<file path="config.mk">
export PLATFORM = sky130hd
export DESIGN_NAME = lock_then_timed_load_session
export DESIGN_NICKNAME = d
export VERILOG_FILES = /design/src/hdl/lttl_pkg.sv /design/src/hdl/lttl_core.sv /design/src/hdl/lttl_out.sv /design/src/hdl/lock_then_timed_load_session.sv
export SDC_FILE = /design/constraint.sdc
export NUM_CORES = 1
export LEC_CHECK = 0
export ABC_AREA = 1
export BUFFER_PORTS_ARGS = -buffer_cell sky130_fd_sc_hd__buf_2
export CAP_MARGIN = 10
export CORE_UTILIZATION = 30
export DETAILED_ROUTE_END_ITERATION = 6
export PLACE_DENSITY_LB_ADDON = 0.2
export SYNTH_ARGS = -nofsm -noshare
export SYNTH_HDL_FRONTEND = slang
export SYNTH_SLANG_ARGS = --single-unit
</file>
<file path="constraint.sdc">
create_clock -name aclk -period 10.6 [get_ports aclk]
set_input_delay 0.53 -clock aclk [delete_from_list [all_inputs] [get_ports aclk]]
set_output_delay 0.53 -clock aclk [all_outputs]
set_load 0.05 [all_outputs]
</file>
<file path="src/hdl/lttl_pkg.sv">
// Shared types and constants for the lock-then-timed-load session controller.
package lttl_pkg;

    localparam int unsigned MINUTES_W  = 16;
    localparam int unsigned MS_W       = 32;
    localparam int unsigned S_TDATA_W  = 24;
    localparam int unsigned M_TDATA_W  = 8;
    localparam int unsigned CFG_IDX_W  = 1;

    localparam logic [MS_W-1:0] MS_PER_MINUTE      = 32'd60000;
    localparam logic [MS_W-1:0] LOCK_WAIT_RESET    = 32'd1200000;
    localparam logic [MS_W-1:0] RELEASE_WAIT_RESET = 32'd120000;
    localparam logic [MS_W-1:0] MS_MAX             = 32'hFFFF_FFFF;

    localparam logic [CFG_IDX_W-1:0] CFG_LOCK_WAIT    = 1'b0;
    localparam logic [CFG_IDX_W-1:0] CFG_RELEASE_WAIT = 1'b1;

    localparam logic ACT_TICK  = 1'b0;
    localparam logic ACT_START = 1'b1;

    localparam logic [1:0] PHASE_IDLE    = 2'd0;
    localparam logic [1:0] PHASE_LOCK    = 2'd1;
    localparam logic [1:0] PHASE_SESSION = 2'd2;

    typedef enum logic [2:0] {
        ST_IDLE    = 3'b001,
        ST_LOCK    = 3'b010,
        ST_SESSION = 3'b100
    } state_t;

    typedef struct packed {
        logic [MINUTES_W-1:0] session_minutes;
        logic                 action;
        logic                 locked;
        logic                 sense;
    } item_t;

    typedef struct packed {
        logic [1:0] phase;
        logic       green_lamp;
        logic       orange_lamp;
        logic       red_lamp;
        logic       load_out;
        logic       call_request;
        logic       lock_timed_out;
    } result_t;

endpackage

</file>
<file path="src/hdl/lttl_core.sv">
// Session state, configuration registers and per-transaction next-state logic.
module lttl_core (
    input  logic                           aclk,
    input  logic                           aresetn,
    input  logic                           item_accept,
    input  lttl_pkg::item_t                item,
    input  logic                           cfg_accept,
    input  logic [lttl_pkg::CFG_IDX_W-1:0] cfg_index,
    input  logic [lttl_pkg::MS_W-1:0]      cfg_data,
    output lttl_pkg::result_t              result
);
    import lttl_pkg::*;

    state_t          phase_reg, phase_next;
    logic [MS_W-1:0] phase_ms_reg, phase_ms_next;
    logic [MS_W-1:0] release_ms_reg, release_ms_next;
    logic [MS_W-1:0] limit_ms_reg, limit_ms_next;
    logic            load_on_reg, load_on_next;
    logic [MS_W-1:0] lock_wait_reg;
    logic [MS_W-1:0] release_wait_reg;

    logic [MS_W-1:0] phase_inc;
    logic [MS_W-1:0] release_inc;
    logic [MS_W-1:0] limit_calc;
    logic            call;
    logic            timed_out;
    logic            sess_end;

    assign phase_inc   = (phase_ms_reg == MS_MAX) ? phase_ms_reg : phase_ms_reg + MS_W'(1);
    assign release_inc = (release_ms_reg == MS_MAX) ? release_ms_reg
                                                    : release_ms_reg + MS_W'(1);
    assign limit_calc  = MS_W'({16'd0, item.session_minutes} * MS_PER_MINUTE);

    always_comb begin
        phase_next      = phase_reg;
        phase_ms_next   = phase_ms_reg;
        release_ms_next = release_ms_reg;
        limit_ms_next   = limit_ms_reg;
        load_on_next    = load_on_reg;
        call            = 1'b0;
        timed_out       = 1'b0;
        sess_end        = 1'b0;
        if (item.action == ACT_START) begin
            if (phase_reg == ST_IDLE) begin
                phase_next      = ST_LOCK;
                phase_ms_next   = '0;
                release_ms_next = '0;
                limit_ms_next   = limit_calc;
                load_on_next    = 1'b0;
            end
        end else begin
            case (phase_reg)
                ST_IDLE: begin
                end
                ST_LOCK: begin
                    if (item.locked) begin
                        phase_next      = ST_SESSION;
                        phase_ms_next   = '0;
                        release_ms_next = '0;
                    end else begin
                        phase_ms_next = phase_inc;
                        if (phase_inc >= lock_wait_reg) begin
                            phase_next   = ST_IDLE;
                            load_on_next = 1'b0;
                            timed_out    = 1'b1;
                        end
                    end
                end
                ST_SESSION: begin
                    phase_ms_next   = phase_inc;
                    release_ms_next = release_inc;
                    if (phase_inc >= limit_ms_reg) begin
                        sess_end = 1'b1;
                    end else if (item.sense) begin
                        load_on_next = 1'b1;
                    end else begin
                        if (load_on_reg) begin
                            release_ms_next = '0;
                            load_on_next    = 1'b0;
                            // zero wait ends the session on the falling edge
                            if (release_wait_reg == '0) sess_end = 1'b1;
                        end else if (release_inc >= release_wait_reg) begin
                            sess_end = 1'b1;
                        end
                    end
                    if (sess_end) begin
                        phase_next   = ST_IDLE;
                        load_on_next = 1'b0;
                        call         = 1'b1;
                    end
                end
                default: begin
                    phase_next   = ST_IDLE;
                    load_on_next = 1'b0;
                end
            endcase
        end
    end

    always_comb begin
        case (phase_next)
            ST_LOCK:    result.phase = PHASE_LOCK;
            ST_SESSION: result.phase = PHASE_SESSION;
            default:    result.phase = PHASE_IDLE;
        endcase
        result.green_lamp     = (phase_next != ST_IDLE);
        result.orange_lamp    = (phase_next == ST_SESSION);
        result.red_lamp       = load_on_next;
        result.load_out       = load_on_next;
        result.call_request   = call;
        result.lock_timed_out = timed_out;
    end

    always_ff @(posedge aclk) begin
        if (!aresetn) begin
            phase_reg        <= ST_IDLE;
            phase_ms_reg     <= '0;
            release_ms_reg   <= '0;
            limit_ms_reg     <= '0;
            load_on_reg      <= 1'b0;
            lock_wait_reg    <= LOCK_WAIT_RESET;
            release_wait_reg <= RELEASE_WAIT_RESET;
        end else begin
            if (item_accept) begin
                phase_reg      <= phase_next;
                phase_ms_reg   <= phase_ms_next;
                release_ms_reg <= release_ms_next;
                limit_ms_reg   <= limit_ms_next;
                load_on_reg    <= load_on_next;
            end
            if (cfg_accept) begin
                case (cfg_index)
                    CFG_LOCK_WAIT:    lock_wait_reg    <= cfg_data;
                    CFG_RELEASE_WAIT: release_wait_reg <= cfg_data;
                    default: begin
                    end
                endcase
            end
        end
    end

    a_load_in_session: assert property (@(posedge aclk) disable iff (!aresetn)
        load_on_reg |-> phase_reg == ST_SESSION)
        else $error("load on outside session");

    a_single_pulse: assert property (@(posedge aclk) disable iff (!aresetn)
        !(call && timed_out))
        else $error("call and lock timeout together");

    a_call_idles: assert property (@(posedge aclk) disable iff (!aresetn)
        item_accept && call |=> phase_reg == ST_IDLE && !load_on_reg)
        else $error("session end did not return to idle");

    a_start_enters_lock: assert property (@(posedge aclk) disable iff (!aresetn)
        item_accept && item.action == ACT_START && phase_reg == ST_IDLE
        |=> phase_reg == ST_LOCK && phase_ms_reg == '0)
        else $error("start did not enter lock wait");

endmodule

</file>
<file path="src/hdl/lttl_out.sv">
// Output register stage for result transactions.
module lttl_out (
    input  logic                          aclk,
    input  logic                          aresetn,
    input  logic                          in_valid,
    output logic                          in_ready,
    input  lttl_pkg::result_t             in_result,
    output logic                          m_tvalid,
    input  logic                          m_tready,
    output logic [lttl_pkg::M_TDATA_W-1:0] m_tdata
);
    import lttl_pkg::*;

    logic    valid_reg;
    result_t data_reg;

    assign in_ready = !valid_reg || m_tready;
    assign m_tvalid = valid_reg;
    assign m_tdata  = {data_reg.lock_timed_out, data_reg.call_request, data_reg.load_out,
                       data_reg.red_lamp, data_reg.orange_lamp, data_reg.green_lamp,
                       data_reg.phase};

    always_ff @(posedge aclk) begin
        if (!aresetn) begin
            valid_reg <= 1'b0;
        end else if (in_ready) begin
            valid_reg <= in_valid;
        end
    end

    always_ff @(posedge aclk) begin
        if (in_valid && in_ready) begin
            data_reg <= in_result;
        end
    end

endmodule

</file>
<file path="src/hdl/lock_then_timed_load_session.sv">
// Top level of the lock-then-timed-load session controller.
//
//  channel   dir  handshake          payload
//  s_        in   s_tvalid/s_tready  s_tuser action; s_tdata minutes, locked, sense
//  m_        out  m_tvalid/m_tready  m_tdata phase, lamps, load, call, lock timeout
//  cfg_      in   cfg_valid/cfg_ready cfg_index, cfg_data (32-bit wait values)
//
// One transaction per cycle; each result appears in the cycle after its input.
// Throughput is set by the single output register: s_tready drops only while
// a held result is stalled by m_tready.
// aresetn is synchronous; it restores idle state and the default wait times.
// cfg_ready is always high.
module lock_then_timed_load_session (
    input  logic                           aclk,
    input  logic                           aresetn,
    input  logic                           s_tvalid,
    output logic                           s_tready,
    // [15:0] session_minutes, [16] locked, [17] sense, [23:18] zero
    input  logic [lttl_pkg::S_TDATA_W-1:0] s_tdata,
    // [0] action
    input  logic                           s_tuser,
    output logic                           m_tvalid,
    input  logic                           m_tready,
    // [1:0] phase, [2] green_lamp, [3] orange_lamp, [4] red_lamp, [5] load_out,
    // [6] call_request, [7] lock_timed_out
    output logic [lttl_pkg::M_TDATA_W-1:0] m_tdata,
    input  logic                           cfg_valid,
    output logic                           cfg_ready,
    input  logic [lttl_pkg::CFG_IDX_W-1:0] cfg_index,
    input  logic [lttl_pkg::MS_W-1:0]      cfg_data
);
    import lttl_pkg::*;

    item_t   item;
    result_t result;
    logic    item_accept;

    assign item.session_minutes = s_tdata[MINUTES_W-1:0];
    assign item.locked          = s_tdata[MINUTES_W];
    assign item.sense           = s_tdata[MINUTES_W+1];
    assign item.action          = s_tuser;
    assign item_accept          = s_tvalid && s_tready;
    assign cfg_ready            = 1'b1;

    lttl_core u_core (
        .aclk        (aclk),
        .aresetn     (aresetn),
        .item_accept (item_accept),
        .item        (item),
        .cfg_accept  (cfg_valid && cfg_ready),
        .cfg_index   (cfg_index),
        .cfg_data    (cfg_data),
        .result      (result)
    );

    lttl_out u_out (
        .aclk      (aclk),
        .aresetn   (aresetn),
        .in_valid  (s_tvalid),
        .in_ready  (s_tready),
        .in_result (result),
        .m_tvalid  (m_tvalid),
        .m_tready  (m_tready),
        .m_tdata   (m_tdata)
    );

endmodule
</file>
# Yosys cells after proc, flatten, opt, wreduce, memory -nomap -nowiden
# Index checks and enable logic that the tools add are counted.
dict set report word_totals {
  elab_cells 81
  inputBits 63
  latchBits 0
  n_memories 0
  rom_bits 0
  reg_bits 167
  out_inout_bits 11
  ramBits 0
}
dict set report classes {
  div_mod_pow 0
  multipliers 1
  n_addsub 2
  mux 36
  shift 0
  bitwise 3
  eq_ne 10
  n_reduce_logical 12
  magnitude_cmp 3
}
# op n
set op_table {}
lappend op_table {{32-bit two-way mux} 10}
lappend op_table {{32-bit case mux with 2 select lines} 2}
lappend op_table {{32-bit >= comparator} 3}
lappend op_table {{32-bit by 1-bit adder with 32-bit output, second input constant} 2}
lappend op_table {{32-bit == test, second input constant} 2}
lappend op_table {{32-bit zero test} 1}
lappend op_table {{16-bit by 11-bit multiplier with 27-bit output, second input constant} 1}
lappend op_table {{1-bit two-way mux} 16}
lappend op_table {{3-bit two-way mux} 5}
lappend op_table {{3-bit case mux with 3 select lines} 1}
lappend op_table {{3-bit by 2-bit == test with 1-bit output, second input constant} 2}
lappend op_table {{3-bit == test, second input constant} 2}
lappend op_table {{3-bit AND reduction} 2}
lappend op_table {{2-bit case mux with 2 select lines} 1}
lappend op_table {{2-bit AND reduction} 2}
lappend op_table {{4-bit AND reduction} 1}
lappend op_table {{3-bit by 1-bit == test with 1-bit output, second input constant} 1}
lappend op_table {{3-bit by 1-bit inequality test with 1-bit output, second input constant} 1}
lappend op_table {{3-bit inequality test, second input constant} 1}
lappend op_table {{1-bit inverter} 3}
lappend op_table {{1-bit case mux with 3 select lines} 1}
lappend op_table {{3-bit nonzero test} 1}
lappend op_table {{3-bit OR reduction} 1}
lappend op_table {{2-bit by 1-bit inequality test with 1-bit output, second input constant} 1}
lappend op_table {{4 further kinds} 4}

# Longest topological paths before layout
dict set report depth {
  word_depth 14
  depth_mapped 29
  depth_no_buf 29
}

# By module
# A second synthesis with hierarchy kept.
dict set report unflattened {
  cells_unflattened 1799
  area_unflattened_um2 13756.9
}
# module area_per_inst_um2 instances cells_per_inst seq_area_each_um2
set by_module_without_submodules {}
lappend by_module_without_submodules {lttl_core 13446.6 1 1780 3183.1}
lappend by_module_without_submodules {lttl_out 291.5 1 15 260.2}
lappend by_module_without_submodules {lock_then_timed_load_session 18.8 1 4 0.0}

# Least setup slack after synthesis
# Ideal clock, no wire load.
dict set report synth_path {
  path_type {input to register}
  startpoint {input port s_tdata[0] (netlist bit)}
  endpoint {register u_core.limit_ms_reg[26]}
  n_path_buf 0
  setup_slack_ps 6021
  t_arrival_ps 4470
  setup_time_ps 109
  cell_stages 18
  t_required_ps 10491
  path_cell_list {fa_1 inv_1 fa_1 fa_1 inv_1 fa_1 fa_1 ha_1 a21oi_1 o21ai_0 a21oi_1 o21bai_1 a21oi_1 inv_1 nand2_1 nand3_1 nand2_1 inv_1}
}
dict set report synth_via {
  elab_chain_cells 1
}
# element line
set synth_rtl {}
lappend synth_rtl {{start, declared} lock_then_timed_load_session.sv:19} ;# input logic [lttl_pkg::S_TDATA_W-1:0] s_tdata,
lappend synth_rtl {{16-bit by 11-bit multiplier with 27-bit output} lttl_core.sv:32} ;# assign limit_calc = MS_W'({16'd0, item.session_minutes} * MS_PER_MINUTE);
lappend synth_rtl {{end signal, assigned} lttl_core.sv:128} ;# limit_ms_reg <= limit_ms_next;
lappend synth_rtl {{end, declared} lttl_core.sv:17} ;# logic [MS_W-1:0] limit_ms_reg, limit_ms_next;
# Every way passes these cells.
# A chain may end at the register's enable or synchronous reset.

# Worst setup path in the final report
dict set report layout_path {
  startpoint {register u_core.phase_ms_reg[1]}
  endpoint {register u_core.release_ms_reg[22]}
}
dict set report layout_via {
  elab_chain_cells 6
  word_cells_on_any_way 7
  classes_between {1 x add/sub; 1 x order compare; 1 x eq/ne; 4 x mux}
}
# element line
set layout_rtl {}
lappend layout_rtl {{start, declared} lttl_core.sv:15} ;# logic [MS_W-1:0] phase_ms_reg, phase_ms_next;
lappend layout_rtl {{start signal, assigned} lttl_core.sv:126} ;# phase_ms_reg <= phase_ms_next;
lappend layout_rtl {{32-bit by 1-bit adder with 32-bit output / 32-bit == test (equally long branches)} lttl_core.sv:29} ;# assign phase_inc = (phase_ms_reg == MS_MAX) ? phase_ms_reg : phase_ms_reg + MS_W'(1);
lappend layout_rtl {{32-bit two-way mux *} lttl_core.sv:29}
lappend layout_rtl {{32-bit >= comparator *} lttl_core.sv:72} ;# if (phase_inc >= limit_ms_reg) begin
lappend layout_rtl {{32-bit two-way mux *} lttl_core.sv:72}
lappend layout_rtl {{32-bit case mux with 2 select lines *} lttl_core.sv:52} ;# case (phase_reg)
lappend layout_rtl {{32-bit two-way mux *} lttl_core.sv:43} ;# if (item.action == ACT_START) begin
lappend layout_rtl {{end signal, assigned} lttl_core.sv:127} ;# release_ms_reg <= release_ms_next;
lappend layout_rtl {{end, declared} lttl_core.sv:16} ;# logic [MS_W-1:0] release_ms_reg, release_ms_next;
# Mark *: on every way between the ends. The rest lies on a longest branch, timed or not.

==> summary.txt <==
Slew at the pin closest to its max-slew limit -> 0.817 ns
Filler cells -> 4,881
Row cnt -> 78
Via Count -> 11,700
Hold Path Depth -> 3
Post-CTS sizing -> 0
Hold crit path type -> in -> reg
Gr ovfl total -> 0
GRT met2 Usage -> 0.264
Max-Cap Viols -> 0
First-pass GRT wire length -> 60,200 um
Antenna cells -> 0
Die Width -> 216 um
Vias in the first global route -> 11,500
RSZ-0062 raised after global routing -> false
R2r endpoint -> u_core.release_ms_reg[22]
Root buf cell -> clkbuf_16
CP max FO -> 32
Synthesized net count -> 2,105
Finished Cell Area -> 15,300 sq um
Post-CTS Setup Inserts -> 0
Via/cell ratio -> 4.77
Die Ht -> 216 um
Routed WL -> 36,000 um
CP top delay family -> simple AND/OR/NAND/NOR gates
Post-synthesis cell area -> 13,800 sq um
Largest net degree at the start of global routing -> 80
Setup tns final -> 0 ns
Final Max Slew Viols -> 0
Crit path buffers/inverters -> 2
Deepest clock path buffer count -> 2
NumNets Final -> 2,145
Top FF cell, synth -> dfxtp_1
Worst Hold End -> u_core.lock_wait_reg[8]
CTS tree -> built
Synth top cells by count -> 339 x nand2_1, 260 x inv_1, 182 x a21oi_1
Number of synthesized flops with an enable pin -> 7
Pwr/cell area -> 160 nW/um^2
Ys async rst share -> 0
Initial core utilization -> 0.304
Final HPWL DP -> 28,900 um
Clock transition at path regs -> 0.07 ns
Crit path max-delay cell type -> a21oi_1
Yosys top cell by area -> dfxtp_1
DRC Markers -> 0
CP Cell Sequence -> ha_1 > nand2_4 > nor2_4 > nand2_2 > nor2_2 > nand2_1 > nor2_2 > nand2_1 > nand2_1 > inv_1 > nand3_1 > nor3_1 > xor2_1 > ha_1 > a21oi_1 > o21ai_0 > a21oi_1 > nand2_1 > a21oi_1 > nand2_2 > inv_2 > nand2_4 > nand3_1 > a21oi_1
I/O pin cnt -> 74
Post-DRT Antenna Nets -> 0
Synth Register Bits -> 167
Die area -> 46,800 sq um
Outcome -> complete, no violations
Leakage Power -> 6.81 nW
Most common cell in the netlist -> nand2_1
Clock Skews -> 0.0121 ns
Core area -> 45,300 sq um
Reg2reg path depth -> 24
CP Launch Type -> flop
Max rail drop VDD -> 118 uV
Number of clock sinks -> 167
Reg2Reg Setup Slack -> 5.94 ns
Avg Cell Area, Syn -> 7.61 sq um
Setup CP Type -> reg -> reg
Drt wl/cell -> 14.6 um
Count of cell types in the netlist -> 49
Area growth, synth to finish -> 11.1%
Syn Inst Count -> 1,811
Reg-to-Reg Start -> u_core.phase_ms_reg[1]
Post-placement cell area -> 14,700 sq um
Antenna violations before repair -> 0
Total CTS buffers -> 17
Main area contributors after synthesis -> dfxtp_1 23%, ha_1 15%, nand2_1 9.2%
Final Hold Fails -> 0
CP required -> 10.89 ns
Initial DRT Pass Iterations -> 5
Total GRT Usage -> 0.159
Synth top area share -> 0.233
Critical path depth in cells -> 24
Most Crowded Layer GR -> met2
Arr. time, crit path -> 4.95 ns
GR Layer Usage met3 -> 0.0212
Layout cells sized above 1 -> 0.112
Final Cycle Share -> 0.440
Hold buffers post-CTS -> 0
Crit path largest cell delay -> 0.47 ns
F_max -> 215 MHz
Ys Warns -> 0
Initial DRC count -> 727
Setup violations, final -> 0
CP Capture Type -> flop
Port Buffers -> 66
GPL Wtd Cong -> 0.891
Clock Latency Late Sink -> 0.44 ns
Hold_sp -> cfg_data[8]
Slew headroom -> 0.453
Fin crit period -> 4.66 ns
GR Util met1 -> 0.220
Register area share after synthesis -> 0.248
CTS H-tree lvls -> 4
power by group:
group          switching [mW]  internal, mW
sequential             0.0104         0.662
combinational           0.691         0.426
clock                   0.271         0.392
total                   0.972          1.48
cells in the final DEF (no fill, tap or decap), drive strengths merged, types with 4 or more instances in the layout:
master,Yosys,routed
nand2,353,353
inv,266,266
a21oi,212,212
ha,170,170
dfxtp,160,160
nor2,124,124
o21ai,107,107
nand3,88,88
buf,17,75
fa,61,61
xor2,40,40
nand4,39,39
nor3,33,33
xnor2,26,26
clkbuf,37,22
o211ai,19,19
nor4,14,14
clkinv,1,8
edfxtp,7,7
nand3b,5,5
o21bai,5,5
a21o,5,5
a211oi,4,4
through the flow:
| stage | setup WS [ns] | cells | power [mW] | util | hold WS [ns] |
|---|---|---|---|---|---|
| 4_1_cts | 5.90 | 2463 | 2.49 | 0.337 | 0.332 |
| 2_1_floorplan | 6.02 | 1811 | 1.55 | - | 0.435 |
| 3_5_place_dp | 5.47 | 2431 | 1.81 | 0.324 | 0.462 |
| 3_3_place_gp | 5.50 | 2431 | 1.81 | 0.324 | 0.449 |
| 5_1_grt | 5.55 | 2464 | 2.69 | 0.338 | 0.343 |
| 6_report | 5.94 | 2464 | 2.45 | 0.338 | 0.349 |
per-layer routing:
layer	vias up	routed length [um]
met5	-	0
met3	27	916
li1	6048	-
met4	0	455
met1	5533	17800
met2	137	16800
tightest hold or removal path: stages:
cell	delay [ns]
buf_2	0.11
nand2_1	0.05
o211ai_1	0.06
cells by family (layout without fill, tap and decap cells):
group | Yosys count | count (layout) | share of synthesized area
and+or+nand+nor | 663 | 663 | 0.226
other | 1 | 1 | 0.000272
muxes | 1 | 1 | 0.000727
DFF | 167 | 167 | 0.248
buffers and inverters | 321 | 374 | 0.0925
xor gates and xnor gates | 66 | 66 | 0.0420
adders and majority gates | 231 | 231 | 0.243
AOI/OAI and AO/OA | 361 | 361 | 0.147
layout make-up:
| type | count | area, sq um | share of cell area |
|---|---|---|---|
| Tap cell | 600 | 751 | 0.0491 |
| Clock inverter | 10 | 144 | 0.00940 |
| Timing Repair Buffer | 75 | 418 | 0.0273 |
| Clock buffer | 22 | 474 | 0.0310 |
| Inverter | 267 | 1000 | 0.0656 |
| Sequential cell | 167 | 3410 | 0.223 |
| Multi-Input combinational cell | 1323 | 9100 | 0.595 |
worst max path at each step:
stage | start | to
2_1_floorplan | s_tdata[0] | u_core.limit_ms_reg[26]
5_1_grt | u_core.phase_ms_reg[1] | u_core.release_ms_reg[26]
3_5_place_dp | s_tdata[0] | u_core.limit_ms_reg[26]
4_1_cts | u_core.phase_ms_reg[1] | u_core.release_ms_reg[26]
3_3_place_gp | s_tdata[0] | u_core.limit_ms_reg[26]
6_report | u_core.phase_ms_reg[1] | u_core.release_ms_reg[22]
Note: power is estimated with default switching activity, not from simulation.
